==> config.mk <==
export PLATFORM = sky130hd
export DESIGN_NAME = length_prefixed_frame_decoder_unit_flat
export DESIGN_NICKNAME = d
export VERILOG_FILES = /design/src/rtl/core/lpfd_pkg.sv /design/src/rtl/core/lpfd_if.sv /design/src/rtl/core/length_prefixed_frame_decoder_unit.sv /design/src/rtl/core/lpfd_parser.sv /design/src/rtl/core/lpfd_out_reg.sv /design/src/flat_wrapper.sv
export SDC_FILE = /design/constraint.sdc
export NUM_CORES = 1
export LEC_CHECK = 0
export BUFFER_PORTS_ARGS = -buffer_cell sky130_fd_sc_hd__buf_2
export CORE_ASPECT_RATIO = 1.4
export CORE_MARGIN = 4
export CORE_UTILIZATION = 61
export CTS_CLUSTER_DIAMETER = 100
export CTS_CLUSTER_SIZE = 30
export DETAILED_ROUTE_END_ITERATION = 16
export PLACE_DENSITY = 0.8
export SYNTH_ARGS = -nofsm -noshare
export SYNTH_HDL_FRONTEND = slang
export SYNTH_SLANG_ARGS = --single-unit
==> constraint.sdc <==
create_clock -name i_clk -period 9.8 [get_ports i_clk]
set_input_delay 0.98 -clock i_clk [delete_from_list [all_inputs] [get_ports i_clk]]
set_output_delay 0.98 -clock i_clk [all_outputs]
set_load 0.01 [all_outputs]
==> src/rtl/core/lpfd_pkg.sv <==
`timescale 1ns / 1ps
// ----------------------------------------------------------------------------
// lpfd_pkg
// shared types and constants of the length-prefixed frame decoder
// ----------------------------------------------------------------------------
package lpfd_pkg;

    localparam int unsigned ByteW = 8;
    localparam int unsigned FieldW = 15;

    // reset value of the payload length limit
    localparam logic [FieldW-1:0] MaxLenReset = 15'd2048;

    typedef logic [ByteW-1:0]  t_byte;
    typedef logic [FieldW-1:0] t_field;

    typedef enum logic [1:0] {
        KIND_BYTE  = 2'd0,
        KIND_EMPTY = 2'd1,
        KIND_ERROR = 2'd2
    } t_kind;

    typedef struct packed {
        t_kind  kind;
        t_field frame_id;
        t_field frame_len;
        t_byte  data_byte;
        logic   last;
    } t_result;

endpackage

==> src/rtl/core/lpfd_if.sv <==
`timescale 1ns / 1ps
// ----------------------------------------------------------------------------
// lpfd_in_if / lpfd_out_if
// valid/ready channels for the received bytes and the decoded results
// ----------------------------------------------------------------------------
interface lpfd_in_if;
    logic       valid;
    logic       ready;
    logic [7:0] byte_in;

    modport source (output valid, output byte_in, input ready);
    modport sink   (input valid, input byte_in, output ready);
endinterface

interface lpfd_out_if;
    logic        valid;
    logic        ready;
    logic [1:0]  kind;
    logic [14:0] frame_id;
    logic [14:0] frame_len;
    logic [7:0]  data_byte;
    logic        last;

    modport source (output valid, output kind, output frame_id, output frame_len,
                    output data_byte, output last, input ready);
    modport sink   (input valid, input kind, input frame_id, input frame_len,
                    input data_byte, input last, output ready);
endinterface

==> src/rtl/core/length_prefixed_frame_decoder_unit.sv <==
`timescale 1ns / 1ps
// ----------------------------------------------------------------------------
// length_prefixed_frame_decoder_unit
// byte-stream decoder for frames with a 4-byte id/length header
// ----------------------------------------------------------------------------
// Takes one word (a byte) per clock while the result register is free. A frame is a big-endian 16-bit id, a
// big-endian 16-bit length and then that many payload bytes. Header words
// give no result; each payload word gives one result (kind 0) with the id
// and length, last set on the final one; a zero-length header gives one
// kind 1 result with last set. A header whose id or length has bit 15 set,
// or whose length exceeds r_max_len, gives one kind 2 result and the
// block then drops every word until reset. Throughput is one word per clock
// with no bubbles while o_out.ready stays high; a result is loaded into the
// result register when its word leaves the input register (input register at
// the accepting edge, result register when the word is decoded). r_max_len
// is read when the fourth header word leaves the input register.
// ----------------------------------------------------------------------------
module length_prefixed_frame_decoder_unit
    import lpfd_pkg::*;
(
    input  logic        i_clk,
    input  logic        i_rst_n,
    input  logic        i_cfg_we,
    input  logic [14:0] i_cfg_wdata,
    lpfd_in_if.sink     i_in,
    lpfd_out_if.source  o_out
);

    // length limit register
    t_field  r_max_len;

    // input register
    logic    r_in_valid;
    t_byte   r_in_byte;

    // pipeline control
    logic    step;       // input register word is decoded this cycle
    logic    out_free;   // result register can take a new result
    logic    res_valid;  // decoded word produces a result
    t_result res;

    always_ff @(posedge i_clk) begin
        if (!i_rst_n) begin
            r_max_len <= MaxLenReset;
        end else if (i_cfg_we) begin
            r_max_len <= i_cfg_wdata;
        end
    end

    // advance whenever the result slot is free, even for silent words
    assign step       = r_in_valid && out_free;
    assign i_in.ready = !r_in_valid || step;

    always_ff @(posedge i_clk) begin
        if (!i_rst_n) begin
            r_in_valid <= 1'b0;
        end else if (i_in.valid && i_in.ready) begin
            r_in_valid <= 1'b1;
        end else if (step) begin
            r_in_valid <= 1'b0;
        end
    end

    always_ff @(posedge i_clk) begin
        if (i_in.valid && i_in.ready) begin
            r_in_byte <= i_in.byte_in;
        end
    end

    // header check and payload count
    lpfd_parser u_parser (
        .i_clk       (i_clk),
        .i_rst_n     (i_rst_n),
        .i_step      (step),
        .i_byte      (r_in_byte),
        .i_max_len   (r_max_len),
        .o_res_valid (res_valid),
        .o_res       (res)
    );

    // result register
    lpfd_out_reg u_out_reg (
        .i_clk   (i_clk),
        .i_rst_n (i_rst_n),
        .i_load  (step && res_valid),
        .i_res   (res),
        .o_free  (out_free),
        .o_out   (o_out)
    );

endmodule

==> src/rtl/core/lpfd_parser.sv <==
`timescale 1ns / 1ps
// ----------------------------------------------------------------------------
// lpfd_parser
// header collection, header check and payload count for one word per step
// ----------------------------------------------------------------------------
module lpfd_parser
    import lpfd_pkg::*;
(
    input  logic    i_clk,
    input  logic    i_rst_n,
    input  logic    i_step,
    input  t_byte   i_byte,
    input  t_field  i_max_len,
    output logic    o_res_valid,
    output t_result o_res
);

    typedef enum logic [1:0] {
        PH_HEADER  = 2'd0,
        PH_PAYLOAD = 2'd1,
        PH_ERROR   = 2'd2
    } t_phase;

    t_phase      r_phase, n_phase;
    logic [1:0]  r_hdr_idx, n_hdr_idx;
    logic [15:0] r_held_id, n_held_id;
    logic [15:0] r_held_len, n_held_len;
    t_field      r_left, n_left;
    logic        bad;

    always_comb begin
        n_phase     = r_phase;
        n_hdr_idx   = r_hdr_idx;
        n_held_id   = r_held_id;
        n_held_len  = r_held_len;
        n_left      = r_left;
        o_res_valid = 1'b0;
        bad         = 1'b0;
        o_res.kind      = KIND_BYTE;
        o_res.frame_id  = r_held_id[FieldW-1:0];
        o_res.frame_len = r_held_len[FieldW-1:0];
        o_res.data_byte = '0;
        o_res.last      = 1'b0;

        unique case (r_phase)
            PH_ERROR: begin
                // sticky: drop every word
            end
            PH_PAYLOAD: begin
                o_res_valid     = 1'b1;
                o_res.data_byte = i_byte;
                o_res.last      = (r_left == t_field'(1));
                n_left          = r_left - t_field'(1);
                if (r_left == t_field'(1)) begin
                    n_phase = PH_HEADER;
                end
            end
            default: begin
                unique case (r_hdr_idx)
                    2'd0: n_held_id  = {i_byte, 8'h00};
                    2'd1: n_held_id  = {r_held_id[15:8], i_byte};
                    2'd2: n_held_len = {i_byte, 8'h00};
                    2'd3: n_held_len = {r_held_len[15:8], i_byte};
                    default: n_held_len = r_held_len;
                endcase
                n_hdr_idx = r_hdr_idx + 2'd1;
                o_res.frame_id  = n_held_id[FieldW-1:0];
                o_res.frame_len = n_held_len[FieldW-1:0];
                if (r_hdr_idx == 2'd3) begin
                    bad = n_held_id[15] || n_held_len[15] ||
                          (n_held_len[FieldW-1:0] > i_max_len);
                    o_res_valid = bad || (n_held_len == 16'd0);
                    if (bad) begin
                        n_phase    = PH_ERROR;
                        o_res.kind = KIND_ERROR;
                    end else if (n_held_len == 16'd0) begin
                        n_phase    = PH_HEADER;
                        o_res.kind = KIND_EMPTY;
                        o_res.last = 1'b1;
                    end else begin
                        n_phase = PH_PAYLOAD;
                        n_left  = n_held_len[FieldW-1:0];
                    end
                end
            end
        endcase
    end

    always_ff @(posedge i_clk) begin
        if (!i_rst_n) begin
            r_phase    <= PH_HEADER;
            r_hdr_idx  <= 2'd0;
            r_held_id  <= '0;
            r_held_len <= '0;
            r_left     <= '0;
        end else if (i_step) begin
            r_phase    <= n_phase;
            r_hdr_idx  <= n_hdr_idx;
            r_held_id  <= n_held_id;
            r_held_len <= n_held_len;
            r_left     <= n_left;
        end
    end

endmodule

==> src/rtl/core/lpfd_out_reg.sv <==
`timescale 1ns / 1ps
// ----------------------------------------------------------------------------
// lpfd_out_reg
// result register that drives the output channel
// ----------------------------------------------------------------------------
module lpfd_out_reg
    import lpfd_pkg::*;
(
    input  logic        i_clk,
    input  logic        i_rst_n,
    input  logic        i_load,
    input  t_result     i_res,
    output logic        o_free,
    lpfd_out_if.source  o_out
);

    logic    r_valid;
    logic    n_valid;
    t_result r_res;

    assign o_free  = !r_valid || o_out.ready;
    assign n_valid = i_load ? 1'b1 : (o_out.ready ? 1'b0 : r_valid);

    always_ff @(posedge i_clk) begin
        if (!i_rst_n) begin
            r_valid <= 1'b0;
        end else begin
            r_valid <= n_valid;
        end
    end

    always_ff @(posedge i_clk) begin
        if (i_load) begin
            r_res <= i_res;
        end
    end

    assign o_out.valid     = r_valid;
    assign o_out.kind      = r_res.kind;
    assign o_out.frame_id  = r_res.frame_id;
    assign o_out.frame_len = r_res.frame_len;
    assign o_out.data_byte = r_res.data_byte;
    assign o_out.last      = r_res.last;

endmodule
==> src/flat_wrapper.sv <==
// flat-port wrapper written by rule: the top's interface ports become plain ports
module length_prefixed_frame_decoder_unit_flat import lpfd_pkg::*;
  (i_clk, i_rst_n, i_cfg_we, i_cfg_wdata, i_in_valid, i_in_byte_in, i_in_ready, o_out_valid, o_out_kind, o_out_frame_id, o_out_frame_len, o_out_data_byte, o_out_last, o_out_ready);
  lpfd_in_if i_in_i ();
  lpfd_out_if o_out_i ();
  input  logic i_clk;
  input  logic i_rst_n;
  input  logic i_cfg_we;
  input  logic [14:0] i_cfg_wdata;
  input wire logic [$bits(i_in_i.valid)-1:0] i_in_valid;
  input wire logic [$bits(i_in_i.byte_in)-1:0] i_in_byte_in;
  output wire logic [$bits(i_in_i.ready)-1:0] i_in_ready;
  output wire logic [$bits(o_out_i.valid)-1:0] o_out_valid;
  output wire logic [$bits(o_out_i.kind)-1:0] o_out_kind;
  output wire logic [$bits(o_out_i.frame_id)-1:0] o_out_frame_id;
  output wire logic [$bits(o_out_i.frame_len)-1:0] o_out_frame_len;
  output wire logic [$bits(o_out_i.data_byte)-1:0] o_out_data_byte;
  output wire logic [$bits(o_out_i.last)-1:0] o_out_last;
  input wire logic [$bits(o_out_i.ready)-1:0] o_out_ready;
  assign i_in_i.valid = i_in_valid;
  assign i_in_i.byte_in = i_in_byte_in;
  assign i_in_ready = i_in_i.ready;
  assign o_out_valid = o_out_i.valid;
  assign o_out_kind = o_out_i.kind;
  assign o_out_frame_id = o_out_i.frame_id;
  assign o_out_frame_len = o_out_i.frame_len;
  assign o_out_data_byte = o_out_i.data_byte;
  assign o_out_last = o_out_i.last;
  assign o_out_i.ready = o_out_ready;
  length_prefixed_frame_decoder_unit u_core (.i_clk(i_clk), .i_rst_n(i_rst_n), .i_cfg_we(i_cfg_we), .i_cfg_wdata(i_cfg_wdata), .i_in(i_in_i), .o_out(o_out_i));
endmodule
Yosys cells after proc, flatten, opt, wreduce, memory -nomap -nowiden --
Cells that the tools add are included.
Storage, ports and cells: register bits 117, bits in latches 0, memory bits (writable) 0, memory bits (read-only) 0, input bits 28, logic and storage cells 77, memories 0
Operators by class: add/subtract/negate cells 2, multiply operators 0, divide/modulo/power cells 0, order comparisons 1, equal/unequal tests 9, shift-type cells 0, multiplexer cells 26, bitwise gates (word level) 3, reduce and logical (&&, ||, !) cells 21
Operators by type and width (number):
- $pmux W16 S2 | 2
- $mux W15 | 3
- $mux W16 | 2
- $mux W30 | 1
- $pmux W15 S2 | 1
- $logic_not A16 Y1 | 1
- $eq A15 B1 Y1 const B | 1
- $gt A15 B15 Y1 | 1
- $sub A15 B1 Y15 const B | 1
- $mux W1 | 10
- $mux W2 | 4
- $eq A2 B2 Y1 const B | 3
- $reduce_bool A2 Y1 | 3
- $logic_or A1 B1 Y1 | 5
- $reduce_and A5 Y1 | 1
- $eq A2 B1 Y1 const B | 2
- $ne A2 B1 Y1 const B | 2
- $pmux W1 S2 | 2
- $pmux W2 S2 | 1
- $reduce_and A4 Y1 | 1
- $reduce_or A4 Y1 | 1
- $logic_and A1 B1 Y1 | 3
- $not A1 Y1 | 3
- $reduce_or A3 Y1 | 1
- other kinds (6) | 7

Longest topological paths before layout --
word-level depth 10, mapped depth 17

Hierarchy --
A second synthesis with hierarchy kept.
Unflattened totals: cells, all modules 578, area total of the unflattened synthesis 5765.5 um^2
By module, submodules not included:
- lpfd_parser | instances 1, cells each 470, area an instance 3612.2 um^2
- lpfd_out_reg | instances 1, cells each 45, area an instance 1280.0 um^2
- length_prefixed_frame_decoder_unit | instances 1, cells each 63, area an instance 873.3 um^2

Worst setup path before layout --
No wires, ideal clock.
path kind reg-to-reg, start point reg u_core.u_parser.r_hdr_idx[0], end point reg u_core.u_out_reg.r_res (netlist bit u_core.u_out_reg.o_out.data_byte[0]), enable pin, library setup time 0.440 ns, data arrival time 4.262 ns, data required time 9.360 ns, setup slack 5.099 ns, cell stages (with the launch flop) 17, clock period less this slack 4.701 ns, path through dfxtp_1 ha_1 buf_6 clkbuf_8 clkbuf_1 nor3b_1 a21oi_1 inv_1 ha_1 nand3b_1 a21oi_1 o31ai_1 a21oi_1 or3_1 buf_6 a31oi_1 nor2_1
On the way: cells in the longest elaborated chain, start to end 9, elaborated cells between the ends (all ways) 16
Ends and longest elaborated chain:
- start, declared | line lpfd_parser.sv:25 | logic [1:0] r_hdr_idx, n_hdr_idx;
- start signal, assigned | line lpfd_parser.sv:98 | r_hdr_idx <= n_hdr_idx;
- $eq A2 B2 Y1, or another cell as far along | line lpfd_parser.sv:59, lpfd_parser.sv:69
- $pmux W16 S2 | line lpfd_parser.sv:59 | unique case (r_hdr_idx)
- $mux W16 | line lpfd_parser.sv:45 | unique case (r_phase)
- $gt A15 B15 Y1 or $logic_or A1 B1 Y1 (tied branches) | line lpfd_parser.sv:71, lpfd_parser.sv:70
- $logic_or A1 B1 Y1 | line lpfd_parser.sv:70 | bad = n_held_id[15] || n_held_len[15] ||
- $logic_or A1 B1 Y1 | line lpfd_parser.sv:72 | o_res_valid = bad || (n_held_len == 16'd0);
- $mux W1 (*) | line lpfd_parser.sv:69 | if (r_hdr_idx == 2'd3) begin
- $pmux W1 S2 (*) | line lpfd_parser.sv:45
- $logic_and A1 B1 Y1 (*) | line length_prefixed_frame_decoder_unit.sv:85 | .i_load (step && res_valid),
- via u_core.u_out_reg.i_load | line lpfd_out_reg.sv:11 | input logic i_load,
- end signal, assigned | line lpfd_out_reg.sv:34 | r_res <= i_res;
- end, declared | line lpfd_out_reg.sv:19 | t_result r_res;
Mark *: on every way through the listed nets, which the timed path passes. The rest lies on a longest branch. The select of a mux whose other input is x is not followed. A chain may end at the register's enable or synchronous reset.

Final worst setup path --
start point reg u_core.u_parser.r_hdr_idx[0], end point reg u_core.u_out_reg.r_res (netlist bit u_core.u_out_reg.o_out.frame_len[8]), enable pin
Same word-level chain as after synthesis.

==> impl_results.md <==
* Outcome: finished, final reports clean
* Multi-input logic area at approximately 2400 µm²
* First-pass GRT wire length at 21,700 µm
* Drt drc at 0
* Fin Clk Skew at between 0.005 and 0.006 ns
* CP cell instances: inv_1, ha_1, nand2b_1, a22oi_1, inv_1, ha_1, nand4_1, nor2_1, o31ai_1, a21oi_1, or3_1, a31oi_1, nor2_4
* Initial Util at 0.630
* Post-synthesis cell count at around 570
* Place WS at 5.19 ns
* Clock transition at path regs at about 0.050 ns
* CP max FO at between 40 and 50
* Clock share of power at 0.479
* Core area at between 9000 and 10,000 µm²
* Internal power at 948 µW
* Post-synth EDFFs at a little under 50
* Die Y-Extent at roughly 120 µm
* Switching share of power at 0.231
* Vias in the first global route at 4,487
* Setup WS post-layout at about 5.1 ns
* Slowest cell on crit path: nor2_4
* P&R area growth vs syn at 13.1%
* Depth of the worst register-to-register path at 13
* Leak at between 0.002 and 0.003 µW
* Switch Pwr at ~290 µW
* RSZ-0062 raised after global routing: false
* Synth Flop Type: dfxtp_1
* Die area at ~11,000 µm²
* Clock Latency Late Sink at around 0.42 ns
* CTS max path bufs at 2
* Vias per cell at between 6 and 7
* I/O Buffers at 70
* Syn Nets at ~620
* Placed wire-length estimate at around 9000 µm
* Post-synth ARST share at 0
* DRT Wirelength at 13,300 µm
* Reg-to-Reg Start: u_core.u_parser.r_hdr_idx[0]
* Post-cts resize count at 0
* Cell Area, Placed at approximately 5900 µm²
* CTS Root Cell: clkbuf_16
* R2r endpoint: u_core.u_out_reg.o_out.frame_len[8]
* Initial antenna violation count at 0
* Layout Nets at 671
* Hold Violations, Final at 0
* H-tree levels at 4
* Period utilization at 0.479
* Worst slew pin tran at approximately 1.1 ns
* # Post-CTS Setup Buffers at 0
* Yosys cell types at between 50 and 60
* R2R Setup Slk at between 5 and 6 ns
* Comb power frac at 0.087
* Hold path depth at 2
* Seq/Total Area, Yosys at 0.495
* Largest net degree at the start of global routing at 51
* Tmin final at about 4.7 ns
* Max Transition Viols Final at 0
* FMAX at 213 MHz
* GP Congestion at 0.976
* Setup crit start kind: flop
* Clock sink total at approximately 120
* Seq. cell area at about 2800 µm²
* Share of layout cells above drive strength 1 at 0.185
* # hold bufs at CTS at 0
* Overflow after GRT at 0
* Drt initial violations at roughly 370
* Num CTS Buffers at 17
* WL/cell at ~18 µm
* #FFs+latches synth at ~120
* Syn Area/Cell at 9.99 µm²
* Placed cell count at 708
* PwrDens at about 190 nW/µm²
* Worst Hold Path EP: u_core.u_parser.r_phase[0]
* Crit path kind: reg2reg
* HP Class: reg2reg
* Max_cap viols at 0
* Critical path arrival at between 4 and 5 ns
* Total iterations of the first detailed-routing run at 5
* Synth warnings at 0
* CTS tree: built
* Layout fillers at 665
* Die width at 89.9 µm
* VDD IR max at about 0.00013 V
* Crit path required time at slightly below 10 ns
* Synthesized area at 5720 µm²
* Most frequent cells in the layout: nor2_1, buf_2, dfxtp_1
* Gr usage total at 0.254
* N_diodes at 0
* Top Ports at 71
* CP Capture Type: flop
* Site Rows at a little over 40
* CP max stage delay at a little under 0.9 ns
* Post-route cell area at around 6500 µm²
* Max_slew headroom at 0.272
* Flop pwr share at 0.434
* Hold path start: u_core.u_parser.r_phase[0]
* Most common cell after layout, fill and taps aside: nor2_1
* Final ANT Viol Nets at 0
* Non-Filler Instances at 740
* Via count at ~4,600
* Setup TNS at 0 ns
* Setup-failing EPs final at 0
* Hold slack at around 0.47 ns
state kept, by name (all words and copies together) (netlist names), 2 cells and up:
| name | cells |
|---|---|
| u_core.u_out_reg.o_out.frame_len | 15 |
| u_core.u_parser.r_hdr_idx | 2 |
| u_core.u_out_reg.o_out.data_byte | 8 |
| u_core.u_out_reg.o_out.frame_id | 15 |
| u_core.u_parser.r_phase | 2 |
| u_core.u_out_reg.o_out.kind | 2 |
| u_core.r_in_byte | 8 |
| u_core.r_max_len | 15 |
| u_core.u_parser.r_held_id | 16 |
| u_core.u_parser.r_left | 15 |
| u_core.u_parser.r_held_len | 16 |
critical path: cells and delay by family (launching register included):
family,cells,cell delay (ns)
buffers and inverters,2,0.23
AO/OA/AOI/OAI,4,0.88
adder cells (fa/ha/maj),2,0.96
AND/OR/NAND/NOR,5,1.85
flip-flops,1,0.35
power groups by stage:
stage / Sequential, µW / Combinational, µW / Clock, µW
after floorplan: 538 / 88.8 / 0
after global placement: 544 / 101 / 0
after detailed placement: 545 / 105 / 0
after CTS: 535 / 106 / 597
after global routing: 537 / 120 / 620
final: 536 / 107 / 591
cell usage after synthesis, types with 3 or more instances:
library cell | number | area share
nor3_1 | 6 | 0.0052
a21oi_1 | 40 | 0.035
o31ai_1 | 5 | 0.0066
buf_1 | 4 | 0.0026
ha_1 | 23 | 0.050
o2111ai_1 | 4 | 0.0061
o21ai_0 | 20 | 0.017
clkbuf_8 | 5 | 0.012
clkbuf_2 | 3 | 0.0026
a32oi_1 | 16 | 0.024
nand2b_1 | 6 | 0.0066
mux2i_1 | 16 | 0.028
a22o_1 | 15 | 0.023
nand4_1 | 15 | 0.016
and2_1 | 11 | 0.012
nor3b_1 | 9 | 0.012
edfxtp_1 | 49 | 0.26
nand2_1 | 19 | 0.012
nand3_1 | 11 | 0.0096
dfxtp_1 | 68 | 0.24
or3_1 | 4 | 0.0044
a22oi_1 | 7 | 0.0092
o211ai_1 | 3 | 0.0039
buf_6 | 7 | 0.014
a211oi_1 | 16 | 0.021
inv_1 | 40 | 0.026
a221oi_2 | 3 | 0.0079
a31oi_1 | 6 | 0.0066
nor2_1 | 82 | 0.054
nor4_1 | 4 | 0.0044
clkbuf_1 | 24 | 0.016
final cells by class:
class | count | area share
sequential | 117 | 0.438
multi-input combinational | 369 | 0.371
clock buffer | 23 | 0.0723
timing repair buffer | 74 | 0.0588
inverter | 41 | 0.0238
tap | 107 | 0.0207
clock inverter | 9 | 0.0159
worst max path at each step:
stage | startpoint | endpoint | slack, ns | cells past startpoint
4_1_cts | u_core.u_parser.r_hdr_idx[0] | u_core.u_out_reg.o_out.frame_len[9] | 5.17 | 13
3_5_place_dp | u_core.u_parser.r_hdr_idx[0] | u_core.u_out_reg.o_out.frame_len[3] | 5.19 | 13
5_1_grt | u_core.u_parser.r_hdr_idx[0] | u_core.u_out_reg.o_out.data_byte[5] | 4.65 | 13
2_1_floorplan | u_core.u_parser.r_hdr_idx[0] | u_core.u_out_reg.o_out.data_byte[0] | 5.10 | 16
6_report | u_core.u_parser.r_hdr_idx[0] | u_core.u_out_reg.o_out.frame_len[8] | 5.11 | 13
3_3_place_gp | u_core.u_parser.r_hdr_idx[0] | u_core.u_out_reg.o_out.frame_len[0] | 5.43 | 13
stage by stage:
step | total power, µW | util
2_1_floorplan | 626 | -
3_3_place_gp | 645 | 0.650
3_5_place_dp | 650 | 0.650
4_1_cts | 1240 | 0.713
5_1_grt | 1280 | 0.713
6_report | 1230 | 0.713
layer usage:
layer	vias to the layer above	track usage	routed length, µm
li1	2184	-	-
met1	2181	0.271	5030
met2	201	0.445	6800
met3	56	0.0674	780
met4	0	0.167	667
met5	-	0	0
kinds of logic after synthesis:
group,share of synthesized area
AND/OR/NAND/NOR,0.158
adder cells (fa/ha/maj),0.0503
XOR/XNOR,0.00153
buffers and inverters,0.0868
flip-flops,0.495
multiplexers,0.0280
AO/OA/AOI/OAI,0.181
Power figures use the tool's default switching activity.
